==> src/rtl/core/assert_macros.svh <==
// ----------------------------------------------------------------------------
// assert_macros.svh
// Assertion macros shared by the RTL. Define ASSERT_OFF to compile them out.
// ----------------------------------------------------------------------------
`ifndef ASSERT_MACROS_SVH
`define ASSERT_MACROS_SVH
`ifndef ASSERT_OFF
`define ASSERT_IMPLIES(label, ante, cons) \
	label: assert property (@(posedge clk) disable iff (!arst_n) (ante) |-> (cons)) \
		else $error("assertion failed");
`define ASSERT_NEXT(label, ante, cons) \
	label: assert property (@(posedge clk) disable iff (!arst_n) (ante) |=> (cons)) \
		else $error("assertion failed");
`else
`define ASSERT_IMPLIES(label, ante, cons)
`define ASSERT_NEXT(label, ante, cons)
`endif
`endif

==> src/rtl/core/ctfl_pkg.sv <==
// ----------------------------------------------------------------------------
// ctfl_pkg
// Types, codes and defaults of the color transfer function lookup.
// ----------------------------------------------------------------------------
package ctfl_pkg;

	localparam int MAX_POINTS_DEF = 16;
	localparam int CFG_IDX_W      = 1;
	localparam int CFG_DATA_W     = 1;

	localparam logic [1:0] CMD_LOOKUP = 2'd0;
	localparam logic [1:0] CMD_INSERT = 2'd1;
	localparam logic [1:0] CMD_ERASE  = 2'd2;
	localparam logic [1:0] CMD_CLEAR  = 2'd3;

	localparam logic [1:0] STATUS_OK    = 2'd0;
	localparam logic [1:0] STATUS_EMPTY = 2'd1;
	localparam logic [1:0] STATUS_FULL  = 2'd2;

	localparam logic [CFG_IDX_W-1:0] CFG_INTERP_MODE  = 1'b0;
	localparam logic [CFG_IDX_W-1:0] CFG_CLAMP_ENABLE = 1'b1;

	typedef struct packed {
		logic [1:0]         cmd;
		logic signed [15:0] key_value;
		logic [15:0]        in_red;
		logic [15:0]        in_green;
		logic [15:0]        in_blue;
		logic [15:0]        in_alpha;
	} in_item_t;

	typedef struct packed {
		logic [15:0] out_red;
		logic [15:0] out_green;
		logic [15:0] out_blue;
		logic [15:0] out_alpha;
		logic [1:0]  status;
		logic [4:0]  point_count;
	} out_item_t;

	typedef struct packed {
		logic signed [15:0] key;
		logic [63:0]        color;
	} entry_t;

	typedef enum logic [4:0] {
		OP_NONE, OP_LOAD, OP_CLEAR, OP_SCAN_RD, OP_SCAN_LO, OP_SCAN_UP,
		OP_PICK_FIRST, OP_PICK_LAST, OP_PICK_NEAR, OP_OVERWRITE, OP_FULL,
		OP_INS_START, OP_SHIFT_RD, OP_SHIFT_WR, OP_INS_WR,
		OP_ERA_START, OP_ERA_RD, OP_ERA_WR, OP_ERA_DONE,
		OP_MUL_START, OP_MUL, OP_DIV_INIT, OP_DIV_STEP, OP_DIV_STORE, OP_OUT
	} dp_op_t;

	typedef enum logic [3:0] {
		ST_IDLE, ST_CLEAR, ST_SCAN_RD, ST_SCAN_CHK, ST_SCAN_END,
		ST_SHIFT_RD, ST_SHIFT_WR, ST_ERA_RD, ST_ERA_WR,
		ST_MUL, ST_DIV_INIT, ST_DIV, ST_STORE, ST_FINISH
	} ctrl_state_t;

	typedef struct packed {
		logic [1:0] cmd;
		logic       count_zero;
		logic       full;
		logic       idx_zero;
		logic       idx_at_end;
		logic       rd_gt;
		logic       match;
		logic       nearest;
		logic       ptr_at_idx;
		logic       ptr_at_end;
		logic       step_last;
		logic       ch_last;
		logic       out_free;
	} dp_stat_t;

endpackage

==> src/rtl/core/color_transfer_function_lookup_top.sv <==
// ----------------------------------------------------------------------------
// color_transfer_function_lookup_top
// Sorted control point table with piecewise-linear or nearest color lookup.
// ----------------------------------------------------------------------------
// One item is worked on at a time. Lookup, insert and erase first scan the
// table one point at a time (single-port table memory with registered read;
// a lookup on an empty table skips the scan), then insert and erase shift
// the entries behind the found point one entry at a time. A linear lookup
// between two points works one channel at a time through a multiply stage
// and a 16-step bit-serial divider. Each command gives one result; the result
// register lets the next item be taken while the previous result waits.
module color_transfer_function_lookup_top #(
	parameter int MAX_POINTS = ctfl_pkg::MAX_POINTS_DEF
) (
	input  logic                            clk,
	input  logic                            arst_n,
	input  logic                            in_valid,
	output logic                            in_ready,
	input  ctfl_pkg::in_item_t              in_item,
	output logic                            out_valid,
	input  logic                            out_ready,
	output ctfl_pkg::out_item_t             out_item,
	input  logic                            cfg_we,
	input  logic [ctfl_pkg::CFG_IDX_W-1:0]  cfg_index,
	input  logic [ctfl_pkg::CFG_DATA_W-1:0] cfg_data
);
	import ctfl_pkg::*;

`include "assert_macros.svh"

	dp_op_t   op;
	dp_stat_t stat;

	ctfl_ctrl u_ctrl (
		.clk      (clk),
		.arst_n   (arst_n),
		.in_valid (in_valid),
		.in_ready (in_ready),
		.in_cmd   (in_item.cmd),
		.stat     (stat),
		.op       (op)
	);

	ctfl_datapath #(
		.MAX_POINTS (MAX_POINTS)
	) u_datapath (
		.clk       (clk),
		.arst_n    (arst_n),
		.op        (op),
		.stat      (stat),
		.in_item   (in_item),
		.cfg_we    (cfg_we),
		.cfg_index (cfg_index),
		.cfg_data  (cfg_data),
		.out_valid (out_valid),
		.out_ready (out_ready),
		.out_item  (out_item)
	);

	`ASSERT_NEXT(a_one_item, in_valid && in_ready, !in_ready)
	`ASSERT_IMPLIES(a_out_slot_free, op == OP_OUT, stat.out_free)
	`ASSERT_IMPLIES(a_insert_room, op == OP_INS_WR, !stat.full)

endmodule

==> src/rtl/core/ctfl_datapath.sv <==
// ----------------------------------------------------------------------------
// ctfl_datapath
// Point table memory, scan registers, bit-serial divider and result register.
// ----------------------------------------------------------------------------
module ctfl_datapath #(
	parameter int MAX_POINTS = ctfl_pkg::MAX_POINTS_DEF
) (
	input  logic                            clk,
	input  logic                            arst_n,
	input  ctfl_pkg::dp_op_t                op,
	output ctfl_pkg::dp_stat_t              stat,
	input  ctfl_pkg::in_item_t              in_item,
	input  logic                            cfg_we,
	input  logic [ctfl_pkg::CFG_IDX_W-1:0]  cfg_index,
	input  logic [ctfl_pkg::CFG_DATA_W-1:0] cfg_data,
	output logic                            out_valid,
	input  logic                            out_ready,
	output ctfl_pkg::out_item_t             out_item
);
	import ctfl_pkg::*;

	localparam int IDX_W = $clog2(MAX_POINTS);
	localparam int CNT_W = $clog2(MAX_POINTS + 1);

	entry_t             mem [MAX_POINTS];
	entry_t             rd_q;
	logic [1:0]         cmd_q;
	logic signed [15:0] key_q;
	logic [63:0]        in_color_q;
	logic [CNT_W-1:0]   idx_q;
	logic [CNT_W-1:0]   ptr_q;
	logic [CNT_W-1:0]   count_q;
	logic signed [15:0] lo_key_q;
	logic signed [15:0] up_key_q;
	logic [63:0]        lo_color_q;
	logic [63:0]        up_color_q;
	logic [63:0]        res_color_q;
	logic [1:0]         status_q;
	logic [31:0]        prod_a_q;
	logic [31:0]        prod_b_q;
	logic [15:0]        rem_q;
	logic [15:0]        num_lo_q;
	logic [15:0]        quo_q;
	logic [3:0]         step_q;
	logic [1:0]         ch_q;
	logic               interp_q;
	logic               clamp_q;
	logic               out_valid_q;
	out_item_t          out_q;

	logic signed [16:0] dp_w;
	logic signed [16:0] dn_w;
	logic signed [16:0] dd_w;
	logic [15:0]        dp;
	logic [15:0]        dn;
	logic [15:0]        dd;
	logic [31:0]        num;
	logic [16:0]        trial;
	logic [16:0]        trial_sub;
	logic [CNT_W-1:0]   idx_m1;
	logic [CNT_W-1:0]   ptr_m1;
	logic               wr_en;
	logic [IDX_W-1:0]   wr_addr;
	entry_t             wr_data;
	logic [IDX_W-1:0]   rd_addr;

	assign dp_w      = 17'(key_q) - 17'(lo_key_q);
	assign dn_w      = 17'(up_key_q) - 17'(key_q);
	assign dd_w      = 17'(up_key_q) - 17'(lo_key_q);
	assign dp        = dp_w[15:0];
	assign dn        = dn_w[15:0];
	assign dd        = dd_w[15:0];
	assign num       = prod_a_q + prod_b_q;
	assign trial     = {rem_q, num_lo_q[15]};
	assign trial_sub = trial - {1'b0, dd};
	assign idx_m1    = idx_q - CNT_W'(1);
	assign ptr_m1    = ptr_q - CNT_W'(1);

	always_comb begin
		wr_en   = 1'b0;
		wr_addr = idx_q[IDX_W-1:0];
		wr_data = rd_q;
		rd_addr = idx_q[IDX_W-1:0];
		case (op)
			OP_OVERWRITE: begin
				wr_en   = 1'b1;
				wr_addr = idx_m1[IDX_W-1:0];
				wr_data = '{key: key_q, color: in_color_q};
			end
			OP_INS_WR: begin
				wr_en   = 1'b1;
				wr_data = '{key: key_q, color: in_color_q};
			end
			OP_SHIFT_WR: begin
				wr_en   = 1'b1;
				wr_addr = ptr_q[IDX_W-1:0];
			end
			OP_ERA_WR: begin
				wr_en   = 1'b1;
				wr_addr = ptr_m1[IDX_W-1:0];
			end
			OP_SHIFT_RD: rd_addr = ptr_m1[IDX_W-1:0];
			OP_ERA_RD:   rd_addr = ptr_q[IDX_W-1:0];
			default: ;
		endcase
	end

	always_ff @(posedge clk) begin
		if (wr_en) begin
			mem[wr_addr] <= wr_data;
		end
		if (op == OP_SCAN_RD || op == OP_SHIFT_RD || op == OP_ERA_RD) begin
			rd_q <= mem[rd_addr];
		end
	end

	always_ff @(posedge clk or negedge arst_n) begin
		if (!arst_n) begin
			count_q     <= '0;
			interp_q    <= 1'b0;
			clamp_q     <= 1'b1;
			out_valid_q <= 1'b0;
		end else begin
			if (cfg_we && cfg_index == CFG_INTERP_MODE) begin
				interp_q <= cfg_data[0];
			end
			if (cfg_we && cfg_index == CFG_CLAMP_ENABLE) begin
				clamp_q <= cfg_data[0];
			end
			case (op)
				OP_CLEAR:    count_q <= '0;
				OP_INS_WR:   count_q <= count_q + CNT_W'(1);
				OP_ERA_DONE: count_q <= count_q - CNT_W'(1);
				default: ;
			endcase
			if (op == OP_OUT) begin
				out_valid_q <= 1'b1;
			end else if (out_ready) begin
				out_valid_q <= 1'b0;
			end
		end
	end

	always_ff @(posedge clk) begin
		case (op)
			OP_LOAD: begin
				cmd_q       <= in_item.cmd;
				key_q       <= in_item.key_value;
				in_color_q  <= {in_item.in_alpha, in_item.in_blue,
				               in_item.in_green, in_item.in_red};
				idx_q       <= '0;
				res_color_q <= '0;
				status_q    <= (in_item.cmd == CMD_LOOKUP && count_q == '0) ?
				               STATUS_EMPTY : STATUS_OK;
			end
			OP_SCAN_LO: begin
				lo_key_q   <= rd_q.key;
				lo_color_q <= rd_q.color;
				idx_q      <= idx_q + CNT_W'(1);
			end
			OP_SCAN_UP: begin
				up_key_q   <= rd_q.key;
				up_color_q <= rd_q.color;
			end
			OP_PICK_FIRST: res_color_q <= clamp_q ? '0 : up_color_q;
			OP_PICK_LAST:  res_color_q <= (clamp_q && key_q != lo_key_q) ? '0 : lo_color_q;
			OP_PICK_NEAR:  res_color_q <= (dp < dn) ? lo_color_q : up_color_q;
			OP_FULL:       status_q <= STATUS_FULL;
			OP_INS_START:  ptr_q <= count_q;
			OP_SHIFT_WR:   ptr_q <= ptr_m1;
			OP_ERA_START:  ptr_q <= idx_q;
			OP_ERA_WR:     ptr_q <= ptr_q + CNT_W'(1);
			OP_MUL_START:  ch_q <= 2'd0;
			OP_MUL: begin
				prod_a_q <= dn * lo_color_q[ch_q*16 +: 16];
				prod_b_q <= dp * up_color_q[ch_q*16 +: 16];
			end
			OP_DIV_INIT: begin
				rem_q    <= num[31:16];
				num_lo_q <= num[15:0];
				step_q   <= '0;
			end
			OP_DIV_STEP: begin
				if (trial >= {1'b0, dd}) begin
					rem_q <= trial_sub[15:0];
					quo_q <= {quo_q[14:0], 1'b1};
				end else begin
					rem_q <= trial[15:0];
					quo_q <= {quo_q[14:0], 1'b0};
				end
				num_lo_q <= {num_lo_q[14:0], 1'b0};
				step_q   <= step_q + 4'd1;
			end
			OP_DIV_STORE: begin
				res_color_q[ch_q*16 +: 16] <= quo_q;
				ch_q                       <= ch_q + 2'd1;
			end
			OP_OUT: begin
				out_q.out_red     <= res_color_q[15:0];
				out_q.out_green   <= res_color_q[31:16];
				out_q.out_blue    <= res_color_q[47:32];
				out_q.out_alpha   <= res_color_q[63:48];
				out_q.status      <= status_q;
				out_q.point_count <= 5'(count_q);
			end
			default: ;
		endcase
	end

	assign stat.cmd        = cmd_q;
	assign stat.count_zero = (count_q == '0);
	assign stat.full       = (count_q == CNT_W'(MAX_POINTS));
	assign stat.idx_zero   = (idx_q == '0);
	assign stat.idx_at_end = (idx_q == count_q);
	assign stat.rd_gt      = (rd_q.key > key_q);
	assign stat.match      = (idx_q != '0) && (lo_key_q == key_q);
	assign stat.nearest    = interp_q;
	assign stat.ptr_at_idx = (ptr_q == idx_q);
	assign stat.ptr_at_end = (ptr_q == count_q);
	assign stat.step_last  = (step_q == 4'd15);
	assign stat.ch_last    = (ch_q == 2'd3);
	assign stat.out_free   = !out_valid_q || out_ready;

	assign out_valid = out_valid_q;
	assign out_item  = out_q;

endmodule

==> src/rtl/core/ctfl_ctrl.sv <==
// ----------------------------------------------------------------------------
// ctfl_ctrl
// Command sequencer: scan, shift, interpolate and hand off one item at a time.
// ----------------------------------------------------------------------------
module ctfl_ctrl (
	input  logic               clk,
	input  logic               arst_n,
	input  logic               in_valid,
	output logic               in_ready,
	input  logic [1:0]         in_cmd,
	input  ctfl_pkg::dp_stat_t stat,
	output ctfl_pkg::dp_op_t   op
);
	import ctfl_pkg::*;

	ctrl_state_t state_q;
	ctrl_state_t state_nx;

	always_ff @(posedge clk or negedge arst_n) begin
		if (!arst_n) begin
			state_q <= ST_IDLE;
		end else begin
			state_q <= state_nx;
		end
	end

	always_comb begin
		state_nx = state_q;
		case (state_q)
			ST_IDLE: begin
				if (in_valid) begin
					if (in_cmd == CMD_CLEAR) begin
						state_nx = ST_CLEAR;
					end else if (in_cmd == CMD_LOOKUP && stat.count_zero) begin
						state_nx = ST_FINISH;
					end else begin
						state_nx = ST_SCAN_RD;
					end
				end
			end
			ST_CLEAR:    state_nx = ST_FINISH;
			ST_SCAN_RD:  state_nx = stat.idx_at_end ? ST_SCAN_END : ST_SCAN_CHK;
			ST_SCAN_CHK: state_nx = stat.rd_gt ? ST_SCAN_END : ST_SCAN_RD;
			ST_SCAN_END: begin
				case (stat.cmd)
					CMD_LOOKUP: begin
						if (stat.idx_zero || stat.idx_at_end || stat.nearest) begin
							state_nx = ST_FINISH;
						end else begin
							state_nx = ST_MUL;
						end
					end
					CMD_INSERT: begin
						if (stat.match || stat.full) begin
							state_nx = ST_FINISH;
						end else begin
							state_nx = ST_SHIFT_RD;
						end
					end
					CMD_ERASE: state_nx = stat.match ? ST_ERA_RD : ST_FINISH;
					default:   state_nx = ST_FINISH;
				endcase
			end
			ST_SHIFT_RD: state_nx = stat.ptr_at_idx ? ST_FINISH : ST_SHIFT_WR;
			ST_SHIFT_WR: state_nx = ST_SHIFT_RD;
			ST_ERA_RD:   state_nx = stat.ptr_at_end ? ST_FINISH : ST_ERA_WR;
			ST_ERA_WR:   state_nx = ST_ERA_RD;
			ST_MUL:      state_nx = ST_DIV_INIT;
			ST_DIV_INIT: state_nx = ST_DIV;
			ST_DIV:      state_nx = stat.step_last ? ST_STORE : ST_DIV;
			ST_STORE:    state_nx = stat.ch_last ? ST_FINISH : ST_MUL;
			ST_FINISH:   state_nx = stat.out_free ? ST_IDLE : ST_FINISH;
			default:     state_nx = ST_IDLE;
		endcase
	end

	always_comb begin
		op       = OP_NONE;
		in_ready = 1'b0;
		case (state_q)
			ST_IDLE: begin
				in_ready = 1'b1;
				if (in_valid) begin
					op = OP_LOAD;
				end
			end
			ST_CLEAR:    op = OP_CLEAR;
			ST_SCAN_RD:  op = stat.idx_at_end ? OP_NONE : OP_SCAN_RD;
			ST_SCAN_CHK: op = stat.rd_gt ? OP_SCAN_UP : OP_SCAN_LO;
			ST_SCAN_END: begin
				case (stat.cmd)
					CMD_LOOKUP: begin
						if (stat.idx_zero) begin
							op = OP_PICK_FIRST;
						end else if (stat.idx_at_end) begin
							op = OP_PICK_LAST;
						end else if (stat.nearest) begin
							op = OP_PICK_NEAR;
						end else begin
							op = OP_MUL_START;
						end
					end
					CMD_INSERT: begin
						if (stat.match) begin
							op = OP_OVERWRITE;
						end else if (stat.full) begin
							op = OP_FULL;
						end else begin
							op = OP_INS_START;
						end
					end
					CMD_ERASE: op = stat.match ? OP_ERA_START : OP_NONE;
					default:   op = OP_NONE;
				endcase
			end
			ST_SHIFT_RD: op = stat.ptr_at_idx ? OP_INS_WR : OP_SHIFT_RD;
			ST_SHIFT_WR: op = OP_SHIFT_WR;
			ST_ERA_RD:   op = stat.ptr_at_end ? OP_ERA_DONE : OP_ERA_RD;
			ST_ERA_WR:   op = OP_ERA_WR;
			ST_MUL:      op = OP_MUL;
			ST_DIV_INIT: op = OP_DIV_INIT;
			ST_DIV:      op = OP_DIV_STEP;
			ST_STORE:    op = OP_DIV_STORE;
			ST_FINISH:   op = stat.out_free ? OP_OUT : OP_NONE;
			default:     op = OP_NONE;
		endcase
	end

endmodule
==> config.mk <==
export PLATFORM = sky130hd
export DESIGN_NAME = color_transfer_function_lookup_top
export DESIGN_NICKNAME = d
export VERILOG_FILES = /design/src/rtl/core/ctfl_pkg.sv /design/src/rtl/core/color_transfer_function_lookup_top.sv /design/src/rtl/core/ctfl_datapath.sv /design/src/rtl/core/ctfl_ctrl.sv
export VERILOG_INCLUDE_DIRS = /design/src /design/src/rtl/core
export SDC_FILE = /design/constraint.sdc
export NUM_CORES = 2
export LEC_CHECK = 0
export ABC_AREA = 1
export BUFFER_PORTS_ARGS = -buffer_cell sky130_fd_sc_hd__buf_2
export CAP_MARGIN = 15
export CELL_PAD_IN_SITES_DETAIL_PLACEMENT = 1
export CELL_PAD_IN_SITES_GLOBAL_PLACEMENT = 1
export CORE_ASPECT_RATIO = 1.75
export CORE_MARGIN = 5
export CORE_UTILIZATION = 55
export CTS_BUF_LIST = sky130_fd_sc_hd__clkbuf_16
export DETAILED_ROUTE_END_ITERATION = 16
export PLACE_DENSITY = 0.95
export SLEW_MARGIN = 20
export SYNTH_ARGS = -nofsm -noshare
export SYNTH_HDL_FRONTEND = slang
export SYNTH_SLANG_ARGS = --single-unit
==> constraint.sdc <==
create_clock -name clk -period 25.1 [get_ports clk]
set_input_delay 1.255 -clock clk [delete_from_list [all_inputs] [get_ports clk]]
set_output_delay 1.255 -clock clk [all_outputs]
set_load 0.03 [all_outputs]
==> summary.md <==
| Metric | Value |
|---|---|
| Vias per Instance | `6.62` |
| Status | `finished clean` |
| Sink Count | `1879` |
| Synthesized flop and latch total | `about 1900` |
| Post-synthesis cell area | `about 100000 sq um` |
| Endpoints failing hold | `0` |
| Reg2Reg Capture Point | `u_datapath.prod_a_q[30]` |
| R2r startpoint | `u_datapath.key_q[0]` |
| Gr usage total | `a little over two fifths` |
| Clock root cell | `clkbuf_16` |
| WL/cell | `33.7 um` |
| Placed wire-length estimate | `about 260000 um` |
| Area of the multi-input gates | `36800 sq um` |
| Dpl ws | `around 16000 ps` |
| Clk slew on worst S/H paths | `roughly 70 ps` |
| First-pass detailed-route iteration total | `6` |
| Final slew viol count | `0` |
| Simple-gate share of the synthesized area | `a little under a fifth` |
| Final net count | `approximately 11000` |
| WP data arrival | `between 9000 and 10000 ps` |
| Final Worst Setup Slack | `between 15000 and 20000 ps` |
| Drc violations | `0` |
| Die X | `between 300 and 400 um` |
| Final Skew | `78.0 ps` |
| Synth Area in Compound Gates | `3.76%` |
| Routability Congestion | `between 1 and 1.5` |
| Synth top area share | `between 50 and 60%` |
| Worst setup path category | `reg2reg` |
| R2R cell count | `33` |
| Startpoint types | `flip-flop` |
| Die height | `roughly 580 um` |
| Crit. Startpoint | `u_datapath.key_q[0]` |
| Full die area | `around 200000 sq um` |
| Total congestion overflow | `0` |
| Via count | `slightly above 80000` |
| Kind of end point of the critical path | `flip-flop` |
| Number of synthesized flops with an enable pin | `approximately 1900` |
| DRT iter0 DRCs | `about 12000` |
| Syn nets | `between 10000 and 15000` |
| HP Class | `in2async` |
| Crit-path max FO | `9` |
| Gates resized, CTS repair | `0` |
| Total CTS buffers | `around 180` |
| Crit path to | `u_datapath.prod_a_q[30]` |
| Largest family of logic cells by synthesized area | `simple AND/OR/NAND/NOR gates` |
| Initial Utilization | `55.1%` |
| Crit-path max cell delay | `about 540 ps` |
| CTS Buffer Depth | `4` |
| Synth Warn # | `0` |
| Flip-flop and latch area | `56400 sq um` |
| Post-Synth XOR/XNOR Area | `around 1.1%` |
| Crit path depth | `33` |
| Area contributors post-synth | `edfxtp_1 55%, fa_1 7.7%, nand3_1 7.6%` |
| IO Port Bufs | `between 150 and 200` |
| CP most frequent cell | `fa_1` |
| Initial antenna violation count | `40` |
| Final setup violating endpoints | `0` |
| Synthesized area per cell | `10.3 sq um` |
| Post-CTS Hold Buffers | `0` |
| Fin cells | `12503` |
| DP Cell Count | `approximately 12000` |
| Synth unique cells | `59` |
| Minimum clock period | `between 9000 and 10000 ps` |
| Slew margin rel. | `between 10% and 20%` |
| Reg-to-reg slack, setup | `roughly 16000 ps` |
| Mux contribution to synthesized area | `0%` |
| # H-tree levels | `4` |
| Number of global-route vias before repair | `about 89000` |
| CTS tree | `yes` |
| Critical Path RT | `around 26000 ps` |
| Post-CTS Setup Bufs | `0` |
| Synth Area in Adders | `between 10% and 20%` |
| Slew @ Worst Pin | `around 1300 ps` |
| Hold Slack | `333 ps` |
| Site Rows | `roughly 210` |
| Core ar. | `roughly 180000 sq um` |
| First-pass GRT wire length | `between 600000 and 700000 um` |
| Detail Route Antenna Nets | `0` |
| Dominant cell type by area after synthesis | `edfxtp_1` |
| Max-cap violations | `0` |
| Area delta synth->final | `8.59%` |
| Setup TNS | `0 ps` |
| Cells after Synth | `approximately 10000` |
| Crit path max-delay family | `adder cells` |
| Worst-Skew Late Latency | `between 800 and 900 ps` |
| Post-synth top flop | `edfxtp_1` |
| Largest net degree at the start of global routing | `192` |
| Share of layout cells above drive strength 1 | `about 7%` |
| CP max-delay cell | `fa_1` |
| I/O pin count | `162` |
| Fillcell total | `~20000` |
| Sequential area share after synthesis | `around 55%` |
| Final Cycle Share | `a little under two fifths` |
| RSZ-0062 raised after global routing | `no` |
| FFs w/ async S/R, synth | `less than 1%` |
| FMAX | `~110 MHz` |
| Critical path buffer and inverter count | `6` |
| Drt total wl | `between 400000 and 500000 um` |
-- through the flow --
stage	area, sq um	util (%)
2_1_floorplan	102000	-
3_3_place_gp	105000	56.6
3_5_place_dp	105000	56.6
4_1_cts	111000	59.8
5_1_grt	111000	59.8
6_report	111000	59.9
-- synthesized netlist by cell type (56+ instances only) --
cell type,n
a21oi_1,251
inv_1,1723
edfxtp_1,1867
nand2_1,1951
buf_2,237
fa_1,394
o21ai_0,171
nand3_1,1548
xor2_1,85
o211ai_1,56
ha_1,349
nand3b_1,243
nor2_1,403
clkbuf_1,127
-- metal layers --
metal	part of all wire (%)	vias up	routed length, um	global-route usage [%]
li1	-	32807	-	-
met1	29	40184	124000	43.3
met2	48	6994	201000	70.4
met3	11	2704	45000	11.9
met4	12	26	51800	41.3
met5	0.045	-	188	0.0495
-- cell usage in the layout (no fill, tap or decap), types with 14 or more instances in the layout --
master,synthesis,layout
xor2_1,85,81
clkinvlp_4,0,14
inv_1,1723,1740
clkinv_1,27,56
fa_1,394,394
nand3_1,1548,1547
a21oi_1,251,251
or2_2,39,39
buf_4,36,127
xnor2_1,47,46
nand2_1,1951,1950
bufinv_16,0,26
clkinv_2,0,30
nor2_1,403,382
diode_2,0,29
nand4_1,16,16
ha_1,349,349
o221ai_1,48,48
edfxtp_1,1867,1867
nor3_1,28,27
clkbuf_16,0,179
o21ai_0,171,164
nor2_4,3,23
o22ai_1,34,33
inv_2,17,15
o211ai_1,56,56
nand3b_1,243,243
buf_2,237,161
-- sequential cells by signal (all words and copies together), names as in the netlist, 32 cells and up --
signal / cells
u_datapath.mem: 1280
u_datapath.rd_q: 80
u_datapath.out_item: 71
u_datapath.in_color_q: 64
u_datapath.lo_color_q: 64
u_datapath.res_color_q: 64
u_datapath.up_color_q: 64
u_datapath.prod_a_q: 32
u_datapath.prod_b_q: 32
-- cell type report --
class                           count  area share (%)
Clock inverter                    141            1.31
Inverter                         1767            6.00
Antenna cell                       29          0.0656
Multi-Input combinational cell   5787            33.2
Sequential cell                  1879            50.9
Timing Repair Buffer              295            1.70
Clock buffer                      179            4.05
Tap cell                         2426            2.74
-- how the worst min path moves through the flow --
stage / start / end / slack (ps) / cells after the start
after floorplan: u_datapath.status_q[0] / u_datapath.out_item[5] / 400 / 0
after global placement: u_datapath.status_q[1] / u_datapath.out_item[6] / 420 / 0
after detailed placement: u_datapath.quo_q[5] / u_datapath.quo_q[6] / 440 / 0
after CTS: arst_n / u_datapath.count_q[2] / 320 / 1
after global routing: arst_n / u_datapath.count_q[2] / 340 / 1
final: arst_n / u_datapath.count_q[2] / 330 / 1
-- logic make-up (layout without fill, tap and decap cells) --
logic type	count (synthesis)	after routing
buffers and inverters	2224	2382
other	0	29
AND/OR/NAND/NOR	4267	4267
XOR/XNOR	132	132
flip-flops	1879	1879
adder cells (fa/ha/maj)	743	743
AO/OA/AOI/OAI	645	645
Power is left out: the tool's default activity adds up to more than one toggle a clock period on the data nets, which glitch-free logic cannot reach.
